**config.mk**
```make
export PLATFORM = sky130hd
export DESIGN_NAME = h75_apb
export DESIGN_NICKNAME = d
export VERILOG_FILES = /design/src/h75_pkg.sv /design/src/h75_apb.sv
export SDC_FILE = /design/constraint.sdc
export NUM_CORES = 1
export LEC_CHECK = 0
export ABC_CLOCK_PERIOD_IN_PS = 1000
export BUFFER_PORTS_ARGS = -buffer_cell sky130_fd_sc_hd__buf_2
export CORE_MARGIN = 2
export CORE_UTILIZATION = 31
export CTS_CLUSTER_SIZE = 20
export DETAILED_ROUTE_END_ITERATION = 10
export PLACE_DENSITY = 0.9
export SETUP_SLACK_MARGIN = 0.02
export SYNTH_ARGS = -nofsm -noshare
export SYNTH_HDL_FRONTEND = slang
export SYNTH_SLANG_ARGS = --single-unit
```
**constraint.sdc**
```tcl
create_clock -name clk -period 1 [get_ports clk]
set_input_delay 0.25 -clock clk [delete_from_list [all_inputs] [get_ports clk]]
set_output_delay 0.25 -clock clk [all_outputs]
set_load 0.02 [all_outputs]
```
**src/h75_pkg.sv**
```systemverilog
package h75_pkg;

	localparam int DEF_PANEL_WIDTH   = 64;
	localparam int DEF_ROW_ADDR_BITS = 5;
	localparam int DEF_BIT_PLANES    = 8;

	localparam int BASE_W     = 10;
	localparam int ETIME_W    = 17;
	localparam int PIX_W      = 16;
	localparam int LANES_W    = 6;
	localparam int ROWOUT_W   = 5;
	localparam int S_TDATA_W  = 40;
	localparam int M_TDATA_W  = 32;
	localparam int APB_DATA_W = 32;
	localparam int APB_ADDR_W = 2;

	localparam logic [BASE_W-1:0] ENABLE_TIME_BASE_RST = 10'd100;

	localparam logic OP_WRITE   = 1'b0;
	localparam logic OP_TICK    = 1'b1;
	localparam logic STEP_SHIFT = 1'b0;
	localparam logic STEP_LATCH = 1'b1;

	typedef enum logic [1:0] {
		ST_CLEAR,
		ST_IDLE,
		ST_COPY,
		ST_LOAD
	} h75_state_t;

	// Keep the top 5/6/5 bits of an 8-bit color triple.
	function automatic logic [PIX_W-1:0] rgb565(input logic [7:0] r, input logic [7:0] g,
		input logic [7:0] b);
		return {r[7:3], g[7:2], b[7:3]};
	endfunction

	// Bit 'plane' of the squared-gamma RGB888 value, as {b, g, r}.
	function automatic logic [2:0] plane_bits(input logic [PIX_W-1:0] pix,
		input logic [2:0] plane);
		logic [9:0]  r_sq;
		logic [11:0] g_sq;
		logic [9:0]  b_sq;
		logic [7:0]  r8;
		logic [7:0]  g8;
		logic [7:0]  b8;
		r_sq = 10'(pix[15:11]) * 10'(pix[15:11]);
		g_sq = 12'(pix[10:5]) * 12'(pix[10:5]);
		b_sq = 10'(pix[4:0]) * 10'(pix[4:0]);
		r8   = r_sq[9:2];
		g8   = g_sq[11:4];
		b8   = b_sq[9:2];
		return {b8[plane], g8[plane], r8[plane]};
	endfunction

endpackage

```
**src/h75_apb.sv**
```systemverilog
module h75_apb (
	input  logic                              clk,
	input  logic                              arst_n,
	input  logic                              psel,
	input  logic                              penable,
	input  logic                              pwrite,
	input  logic [h75_pkg::APB_ADDR_W-1:0]    paddr,
	input  logic [h75_pkg::APB_DATA_W-1:0]    pwdata,
	output logic [h75_pkg::APB_DATA_W-1:0]    prdata,
	output logic                              pready,
	output logic [h75_pkg::BASE_W-1:0]        enable_time_base
);

	logic [h75_pkg::BASE_W-1:0] base_q;

	// The single register sits at byte address zero.
	always_ff @(posedge clk or negedge arst_n) begin
		if (!arst_n) begin
			base_q <= h75_pkg::ENABLE_TIME_BASE_RST;
		end else if (psel && penable && pwrite && (paddr == '0)) begin
			base_q <= pwdata[h75_pkg::BASE_W-1:0];
		end
	end

	assign prdata           = h75_pkg::APB_DATA_W'(base_q);
	assign pready           = 1'b1;
	assign enable_time_base = base_q;

endmodule

```
==> impl_metrics.py <==
metrics = {
    "routing": {
        "drtPass1Iterations": 1,
        "drc": 0,
        "drtIter0Drc": 0,
        "wl_per_cell_um": 10.2,
        "drt-total-wl_um": 1150,
        "ant_nets": 0,
        "drt-vias-per-instance": 3.62,
        "vias": 409,
    },
    "setup_path": {
        "slowest_delay_ns": 0.57,
        "cp_top_family": "flip-flops",
        "worst_setup_path_start_kind": "register",
        "r2r_end": "enable_time_base[7]",
        "crit_fanout": 3,
        "critPathBufInv": 1,
        "crit_chain": "buf_6",
        "slowest_stage": "dfstp_2",
        "critPathArrivalTime_ns": 0.94,
        "r2r_setup_slack_ns": 0.19,
        "required_ns": 0.75,
        "crit_path_end_kind": "output port",
        "r2r_start": "enable_time_base[7]",
        "cp.depth": 1,
        "r2r_cells": 1,
        "path_class": "reg -> out",
    },
    "clock_network": {
        "clk_pin_slew_worst_paths_ns": 0.07,
        "root_buffer": "clkbuf_4",
        "cts_buffers": 3,
        "clockBufferDepth": 2,
        "cts-htree-levels": 1,
        "clk_latency_ns": 0.26,
        "post_cts_buffers": 0,
        "cts_tree": "built",
        "clock-sinks": 10,
    },
    "cells_and_area": {
        "final_nets": 126,
        "diodes": 0,
        "syn2layout_area_growth_pct": 31.8,
        "stdcell_area_um2": 856,
        "final-instance-count-excl-fill": 113,
        "post-route-util_pct": 43.6,
        "largest_reg_flops": 10,
        "drive_above_1_share_pct": 62.8,
    },
    "logic_synthesis": {
        "synth_cell_types": 7,
        "synth_area_leaders": "buf_4, dfrtp_1, mux2_2",
        "yosys.area.top_type": "buf_4",
        "yosysWarnings": 0,
        "ys_ff_latch": 10,
        "syn_inst": 57,
        "netlist_top_cells_count": "buf_4, mux2_2, dfrtp_1",
        "post_synth.cell_area_avg_um2": 11.4,
        "synth-main-ff-cell": "dfrtp_1",
        "synth.top_cell.area_share_pct": 38.2,
        "async_flop_share_pct": 100,
        "yosysMostFrequentCell": "buf_4",
        "synth_edf_count": 0,
        "syn-cell-area_um2": 649,
        "ys_seq_area_share_pct": 39.1,
    },
    "pwr": {
        "p_leak_nw": 0.448,
        "power.total_w": 0.00179,
        "power_density_nw_per_um2": 2090,
        "vdd_drop_max_mv": 0.831,
    },
    "min_path": {
        "hold_class": "in -> reg",
        "worstHoldStart": "pwdata[4]",
        "worst_hold_path.endpoint": "enable_time_base[4]",
        "whs_path_depth": 2,
    },
    "timing": {
        "skew_ns": 0,
        "finalWorstSetupSlack_ns": -0.194,
        "setup_violations": 20,
        "maxSlewViolCount": 0,
        "rsz0062_at_grt": "true",
        "period_share_pct": 119,
        "hold_viol_final": 0,
        "period_needed_ns": 1.19,
        "fmax_mhz": 837,
        "holdWs_ns": 0.218,
    },
    "grt": {
        "grtUsageTotal_pct": 9.65,
        "antenna_found_initial": 0,
        "grt-ovfl-total": 0,
        "grt_pass1_wl_um": 1790,
        "grt_pass1_vias": 384,
        "grt_max_degree": 11,
    },
    "floorplan": {
        "std_cell_rows": 16,
        "die_h_um": 49.8,
        "die-area_um2": 2480,
        "core_um2": 1960,
        "die-width_um": 49.8,
        "start_util_pct": 33.1,
        "ios": 82,
    },
    "placement": {
        "dp_cells": 108,
        "io_buffer_count": 36,
        "placed_cell_area_um2": 694,
        "gp_congestion": 0.621,
        "hpwl_um": 893,
    },
    "flow_run": {
        "cap_violations": 0,
    },
    "outcome": {
        "violations": "negative setup slack",
        "status": "complete, but fails checks",
    },
}
[layer usage]
layer / GRT usage [%] / up-vias / wire, um
li1: - / 184 / -
met1: 9.70 / 185 / 375
met2: 17.6 / 40 / 606
met3: 3.64 / 0 / 165
met4: 4.17 / 0 / 0
met5: 0 / - / 0
[power breakdown]
part | internal, W | switching (W) | total (W)
logic | 0.000439 | 0.000437 | 0.000875
registers | 0.000521 | 0.000110 | 0.000631
clock network | 0.000154 | 0.000130 | 0.000284
[worst max path at each step]
stage                              startpoint             endpoint
after floorplan           enable_time_base[2]            prdata[2]
after global placement               paddr[1]  enable_time_base[0]
after detailed placement             paddr[1]  enable_time_base[7]
after CTS                 enable_time_base[6]            prdata[6]
after global routing      enable_time_base[6]  enable_time_base[6]
final                     enable_time_base[6]            prdata[6]
[metrics by stage]
step / TNS (ns) / setup slack (ns)
global placement: -1.34 / -0.147
detailed placement: -1.34 / -0.154
finish: -2.03 / -0.194
CTS: -2.30 / -0.210
floorplan: 0 / 0.0215
global route: -2.77 / -0.226
[what timing repair did]
item,in CTS,in global routing
endpoints found under the hold margin,7,0
gates resized for setup,40,0
hold buffers,1,0
endpoints found under the setup margin,20,20
cloned,0,0
[cell usage in the layout, fill, tap and decap left out]
cell	synthesis	layout
nand4_4	1	1
dfrtp_1	7	7
clkbuf_1	0	1
buf_6	0	20
dfstp_2	3	3
dlygate4sd3_1	0	1
nor2_2	1	1
mux2_2	10	10
buf_2	0	16
clkbuf_4	0	3
conb_1	2	23
[area by class of cell]
class                           instances  area [um^2]
Tap cell                               27         33.8
Timing Repair Buffer                   37          315
Fill cell                             192         1110
Sequential cell                        10          254
Clock buffer                            4         26.3
Multi-Input combinational cell         35          226
[cell families (layout without fill, tap and decap cells)]
family	count (synthesis)	in the layout	share of synthesized area, %
muxes	10	10	17.3
other	2	23	1.16
buffers and inverters	33	41	38.2
and+or+nand+nor	2	2	4.24
DFF	10	10	39.1
No activity file was read; power rests on OpenSTA's default activity.
