<file path="src/h75_pkg.sv">
package h75_pkg;

	localparam int DEF_PANEL_WIDTH   = 64;
	localparam int DEF_ROW_ADDR_BITS = 5;
	localparam int DEF_BIT_PLANES    = 8;

	localparam int BASE_W     = 10;
	localparam int ETIME_W    = 17;
	localparam int PIX_W      = 16;
	localparam int LANES_W    = 6;
	localparam int ROWOUT_W   = 5;
	localparam int S_TDATA_W  = 40;
	localparam int M_TDATA_W  = 32;
	localparam int APB_DATA_W = 32;
	localparam int APB_ADDR_W = 2;

	localparam logic [BASE_W-1:0] ENABLE_TIME_BASE_RST = 10'd100;

	localparam logic OP_WRITE   = 1'b0;
	localparam logic OP_TICK    = 1'b1;
	localparam logic STEP_SHIFT = 1'b0;
	localparam logic STEP_LATCH = 1'b1;

	typedef enum logic [1:0] {
		ST_CLEAR,
		ST_IDLE,
		ST_COPY,
		ST_LOAD
	} h75_state_t;

	// Keep the top 5/6/5 bits of an 8-bit color triple.
	function automatic logic [PIX_W-1:0] rgb565(input logic [7:0] r, input logic [7:0] g,
		input logic [7:0] b);
		return {r[7:3], g[7:2], b[7:3]};
	endfunction

	// Bit 'plane' of the squared-gamma RGB888 value, as {b, g, r}.
	function automatic logic [2:0] plane_bits(input logic [PIX_W-1:0] pix,
		input logic [2:0] plane);
		logic [9:0]  r_sq;
		logic [11:0] g_sq;
		logic [9:0]  b_sq;
		logic [7:0]  r8;
		logic [7:0]  g8;
		logic [7:0]  b8;
		r_sq = 10'(pix[15:11]) * 10'(pix[15:11]);
		g_sq = 12'(pix[10:5]) * 12'(pix[10:5]);
		b_sq = 10'(pix[4:0]) * 10'(pix[4:0]);
		r8   = r_sq[9:2];
		g8   = g_sq[11:4];
		b8   = b_sq[9:2];
		return {b8[plane], g8[plane], r8[plane]};
	endfunction

endpackage

</file>
<file path="src/h75_lbuf.sv">
module h75_lbuf #(
	parameter int PANEL_WIDTH = h75_pkg::DEF_PANEL_WIDTH,
	localparam int CW         = $clog2(PANEL_WIDTH)
) (
	input  logic                          clk,
	input  logic                          wr_en,
	input  logic [CW-1:0]                 wr_addr,
	input  logic [h75_pkg::PIX_W-1:0]     wr_upper,
	input  logic [h75_pkg::PIX_W-1:0]     wr_lower,
	input  logic                          rd_en,
	input  logic [CW-1:0]                 rd_addr,
	output logic [h75_pkg::PIX_W-1:0]     rd_upper,
	output logic [h75_pkg::PIX_W-1:0]     rd_lower
);

	logic [2*h75_pkg::PIX_W-1:0] mem [PANEL_WIDTH];
	logic [2*h75_pkg::PIX_W-1:0] rd_q;

	always_ff @(posedge clk) begin
		if (wr_en) begin
			mem[wr_addr] <= {wr_lower, wr_upper};
		end
		if (rd_en) begin
			rd_q <= mem[rd_addr];
		end
	end

	assign rd_upper = rd_q[h75_pkg::PIX_W-1:0];
	assign rd_lower = rd_q[2*h75_pkg::PIX_W-1:h75_pkg::PIX_W];

endmodule

</file>
<file path="config.mk">
export PLATFORM = sky130hd
export DESIGN_NAME = h75_lbuf
export DESIGN_NICKNAME = d
export VERILOG_FILES = /design/src/h75_pkg.sv /design/src/h75_lbuf.sv
export SDC_FILE = /design/constraint.sdc
export NUM_CORES = 2
export LEC_CHECK = 0
export BUFFER_PORTS_ARGS = -buffer_cell sky130_fd_sc_hd__buf_2
export CAP_MARGIN = 30
export CORE_MARGIN = 5
export CORE_UTILIZATION = 40
export CTS_BUF_LIST = sky130_fd_sc_hd__clkbuf_4 sky130_fd_sc_hd__clkbuf_8 sky130_fd_sc_hd__clkbuf_16
export CTS_CLUSTER_DIAMETER = 80
export DETAILED_ROUTE_END_ITERATION = 12
export RECOVER_POWER = 100
export SLEW_MARGIN = 25
export SYNTH_ARGS = -nofsm -noshare
export SYNTH_HDL_FRONTEND = slang
export SYNTH_SLANG_ARGS = --single-unit
</file>
<file path="constraint.sdc">
create_clock -name clk -period 3.3 [get_ports clk]
set_clock_uncertainty 0.1 [all_clocks]
set_input_delay 0.165 -clock clk [delete_from_list [all_inputs] [get_ports clk]]
set_output_delay 0.165 -clock clk [all_outputs]
set_load 0.02 [all_outputs]
</file>
==> impl_results.rst <==
.. list-table::
   :header-rows: 1

   * - Metric
     - Value
   * - Result of the run
     - complete, but fails checks
   * - Failing checks
     - capacitance limit, slew limit
   * - Setup crit start kind
     - primary input
   * - Via count
     - 38300
   * - Number of clock buffers inserted by TritonCTS
     - 203
   * - Final Max Slew Viols
     - 993
   * - Ordered cell list for the critical path
     - dlygate4sd3_1 -> clkbuf_1 -> nand3_1 -> clkbuf_1 -> nor2_4 -> clkbuf_2
   * - Most used cells in the layout excluding fill and tap cells
     - edfxtp_1, mux4_2, clkbuf_16
   * - Metal-1 WL
     - 87600 um
   * - Worst ir drop on vdd
     - 0.445 mV
   * - Grt ovf
     - 0
   * - Sink Count
     - 2080
   * - Path depth of the worst reg2reg path
     - 7
   * - Logic depth of the worst setup path including buffers
     - 6
   * - Setup TNS after final layout
     - 0 ns
   * - Most common cell after layout, fill and taps aside
     - edfxtp_1
   * - Lkg Pwr
     - 0.0284 uW
   * - Area of the die
     - 206000 sq um
   * - Warnings, synthesis
     - 0
   * - Highest cell delay on the worst timing path
     - 1.01 ns
   * - Syn Std Cell Area
     - 78800 sq um
   * - Half-perimeter wire length after detailed placement
     - 133000 um
   * - Largest net degree at the start of global routing
     - 65
   * - Total power consumption of the routed design
     - 55700 uW
   * - Hold-critical path depth
     - 4
   * - Simple-gate portion of the synthesized area
     - 1.26%
   * - Adder-cell area share of the yosys netlist
     - 0%
   * - Class of the most critical hold timing path
     - in2reg
   * - Longest Clk Path Bufs
     - 3
   * - Via count of the first global-routing pass
     - 38600
   * - Final cell count without fillers
     - 6566
   * - Share of the synthesized area in compound gates (AO/OA/AOI/OAI)
     - 1.67%
   * - Total buffers and inverters traversed by the critical path
     - 4
   * - Async set or reset register ratio after synthesis
     - 0%
   * - Count of standard-cell rows
     - 163
   * - Routed Wire Length
     - 221000 um
   * - Final Net Count
     - 3797
   * - Synthesized netlist cell count
     - 3324
   * - IO buf count
     - 78
   * - Count of cells resized by post-cts repair
     - 0
   * - Remaining design rule violation count
     - 0
   * - Buffers inserted by post-CTS timing repair
     - 0
   * - First DRT Iteration DRCs
     - 4304
   * - Total of max-cap violations
     - 28
   * - Critical path endpoint category
     - flip-flop
   * - Wire length per cell after detailed routing
     - 33.6 um
   * - Slew at the pin closest to its max-slew limit
     - 2.74 ns
   * - Maximum achievable frequency
     - 353 MHz
   * - Total routing resource utilization after global routing
     - 21.4%
   * - CTS hold repair buffers
     - 37
   * - Initial standard-cell utilization of the core
     - 40.1%
   * - Critical path arrival
     - 3.15 ns
   * - Vertical die dimension
     - 454 um
   * - Max-slew headroom at the worst pin
     - -82.7%
   * - Final Worst Setup Slack
     - 0.464 ns
   * - Number of flops mapped to enable cells by yosys
     - 2080
   * - Final-report setup violation count
     - 0
   * - Final-report hold violation count
     - 0
   * - Sum of met2 wire segment lengths after detailed routing
     - 107000 um
   * - Fraction of final layout cells with drive strength greater than 1
     - 29.7%
   * - Worst hold slack after final layout
     - 0.127 ns
   * - CP max stage cell
     - clkbuf_2
   * - Horizontal die dimension
     - 454 um
   * - Setup repair after global routing missed its margin
     - no
   * - Combinational family with the most area after synthesis
     - multiplexers
   * - H-tree levels
     - 4
   * - Clock Root Buffer
     - clkbuf_16
   * - Shortest clock period the worst path allows after layout
     - 2.84 ns
   * - Xor/xnor cell area share of the yosys netlist
     - 0%
   * - Portion of netlist area occupied by mux cells
     - 16.7%
   * - Largest fanout on the critical path
     - 32
   * - Number of vias per cell
     - 5.83
   * - Sequential area share after synthesis
     - 79.2%
   * - Detailed-routed wire length on met3
     - 17200 um
   * - Clock network latency to the later pin of the worst-skew pair
     - 0.85 ns
   * - Max Used Layer
     - met5
   * - Worst setup slack after placement
     - 0.130 ns
   * - Crit-path leading delay family
     - buffers and inverters
   * - Number of placed I/O pins
     - 79
   * - Clock tree from TritonCTS
     - yes
   * - Area overhead of the layout relative to synthesis
     - 16.1%
   * - Most used flip-flop cell after synthesis
     - edfxtp_1
   * - Wire length of the first global-routing pass
     - 307000 um
   * - Cell repeated most along the worst path
     - clkbuf_1
   * - Clock-pin slew reported for the worst setup and hold paths after clock tree synthesis
     - 0.07 ns
   * - Number of storage elements in the synthesis netlist
     - 2080
   * - Worst path required time
     - 3.61 ns
   * - Count of nets left with antenna violations after detail routing
     - 0
   * - PD cells
     - 608 nW/um^2
   * - Number of antenna violations at the first check in global routing
     - 8
   * - Post-synthesis area per instance
     - 23.7 sq um
   * - Portion of the clock cycle consumed by the worst path in the final layout
     - 85.9%
   * - Core footprint
     - 197000 sq um
   * - Worst setup path class
     - in2reg
   * - Synthesized netlist net count
     - 3371
   * - Global placer's final weighted congestion
     - 0.804
   * - Post-Place Cells
     - 6146
   * - Library cells used by synthesis
     - 33
   * - 1st-pass router iterations
     - 5
## logic make-up (layout without fill, tap and decap cells)
logic type / after synthesis / in the layout
other cells: 0 / 5
compound gates: 202 / 202
simple gates: 223 / 223
buf+inv: 182 / 779
flops: 2080 / 2080
mux: 637 / 637
## flip-flops by register name, indices dropped and copies added, names as in the netlist
register,cells
mem,2048
rd_q,32
## cells in the mapped netlist (2+ instances only)
library cell	instances	area [sq um]
buf_4	25	188
nor3_1	7	35.0
nand3b_1	5	37.5
a22oi_1	12	90.1
mux4_2	544	12300
clkbuf_1	74	278
nand4_1	2	12.5
o32ai_1	4	35.0
and3_1	4	25.0
a41o_1	4	40.0
a311oi_1	8	70.1
o221ai_1	27	236
nand3_1	5	25.0
nand2b_1	8	50.1
buf_1	21	78.8
or3_1	3	18.8
buf_6	5	56.3
o22ai_1	84	526
edfxtp_1	2080	62500
a21oi_1	62	310
buf_2	57	285
or3b_2	3	26.3
or3b_1	2	17.5
and2_1	2	12.5
nor2b_1	15	93.8
nand2_1	26	97.6
nor2_1	137	514
mux2i_1	93	931
## path summary, 6_finish.rpt
kind,start,endpoint,slack (ns)
setup / recovery,wr_addr[2],mem[62][13],0.46
hold / removal,wr_addr[4],mem[25][31],0.13
setup reg to reg,mem[39][11],rd_q[11],1.09
hold reg to reg,mem[13][20],rd_q[20],0.77
## worst register-to-register path, cell delays in order (launching register included)
cell and delay (ns):
edfxtp_1 0.35, mux4_2 0.49, o221ai_1 0.20, clkbuf_1 0.25, a21oi_1 0.14, a21oi_1 0.25, buf_4 0.15, nor2_1 0.03
## per-stage QoR
step	instance area [sq um]	utilization, %
after floorplan	78800	-
after global placement	84900	43.2
after detailed placement	85200	43.3
after CTS	92300	47.0
after global routing	91500	46.5
final	91500	46.5
## layer usage
metal,GRT usage [%],vias to the layer above
met5,0,-
met4,7.68,2
met3,3.68,341
met2,34.7,1747
met1,29.4,21000
li1,-,15200
## cell type report
cell class / instances / area, sq um
multi-input combinational: 1062 / 15800
sequential: 2080 / 62500
clock buffer: 238 / 5380
tap: 2640 / 3300
timing repair buffer: 403 / 3140
fill: 16200 / 105000
clock inverter: 138 / 1380
antenna: 5 / 12.5
## power by group
part / switching, uW / internal, uW / total [uW]
logic: 1810 / 1080 / 2900
clock network: 9970 / 13300 / 23300
registers: 119 / 29300 / 29500
(Power assumes the default switching activity.)
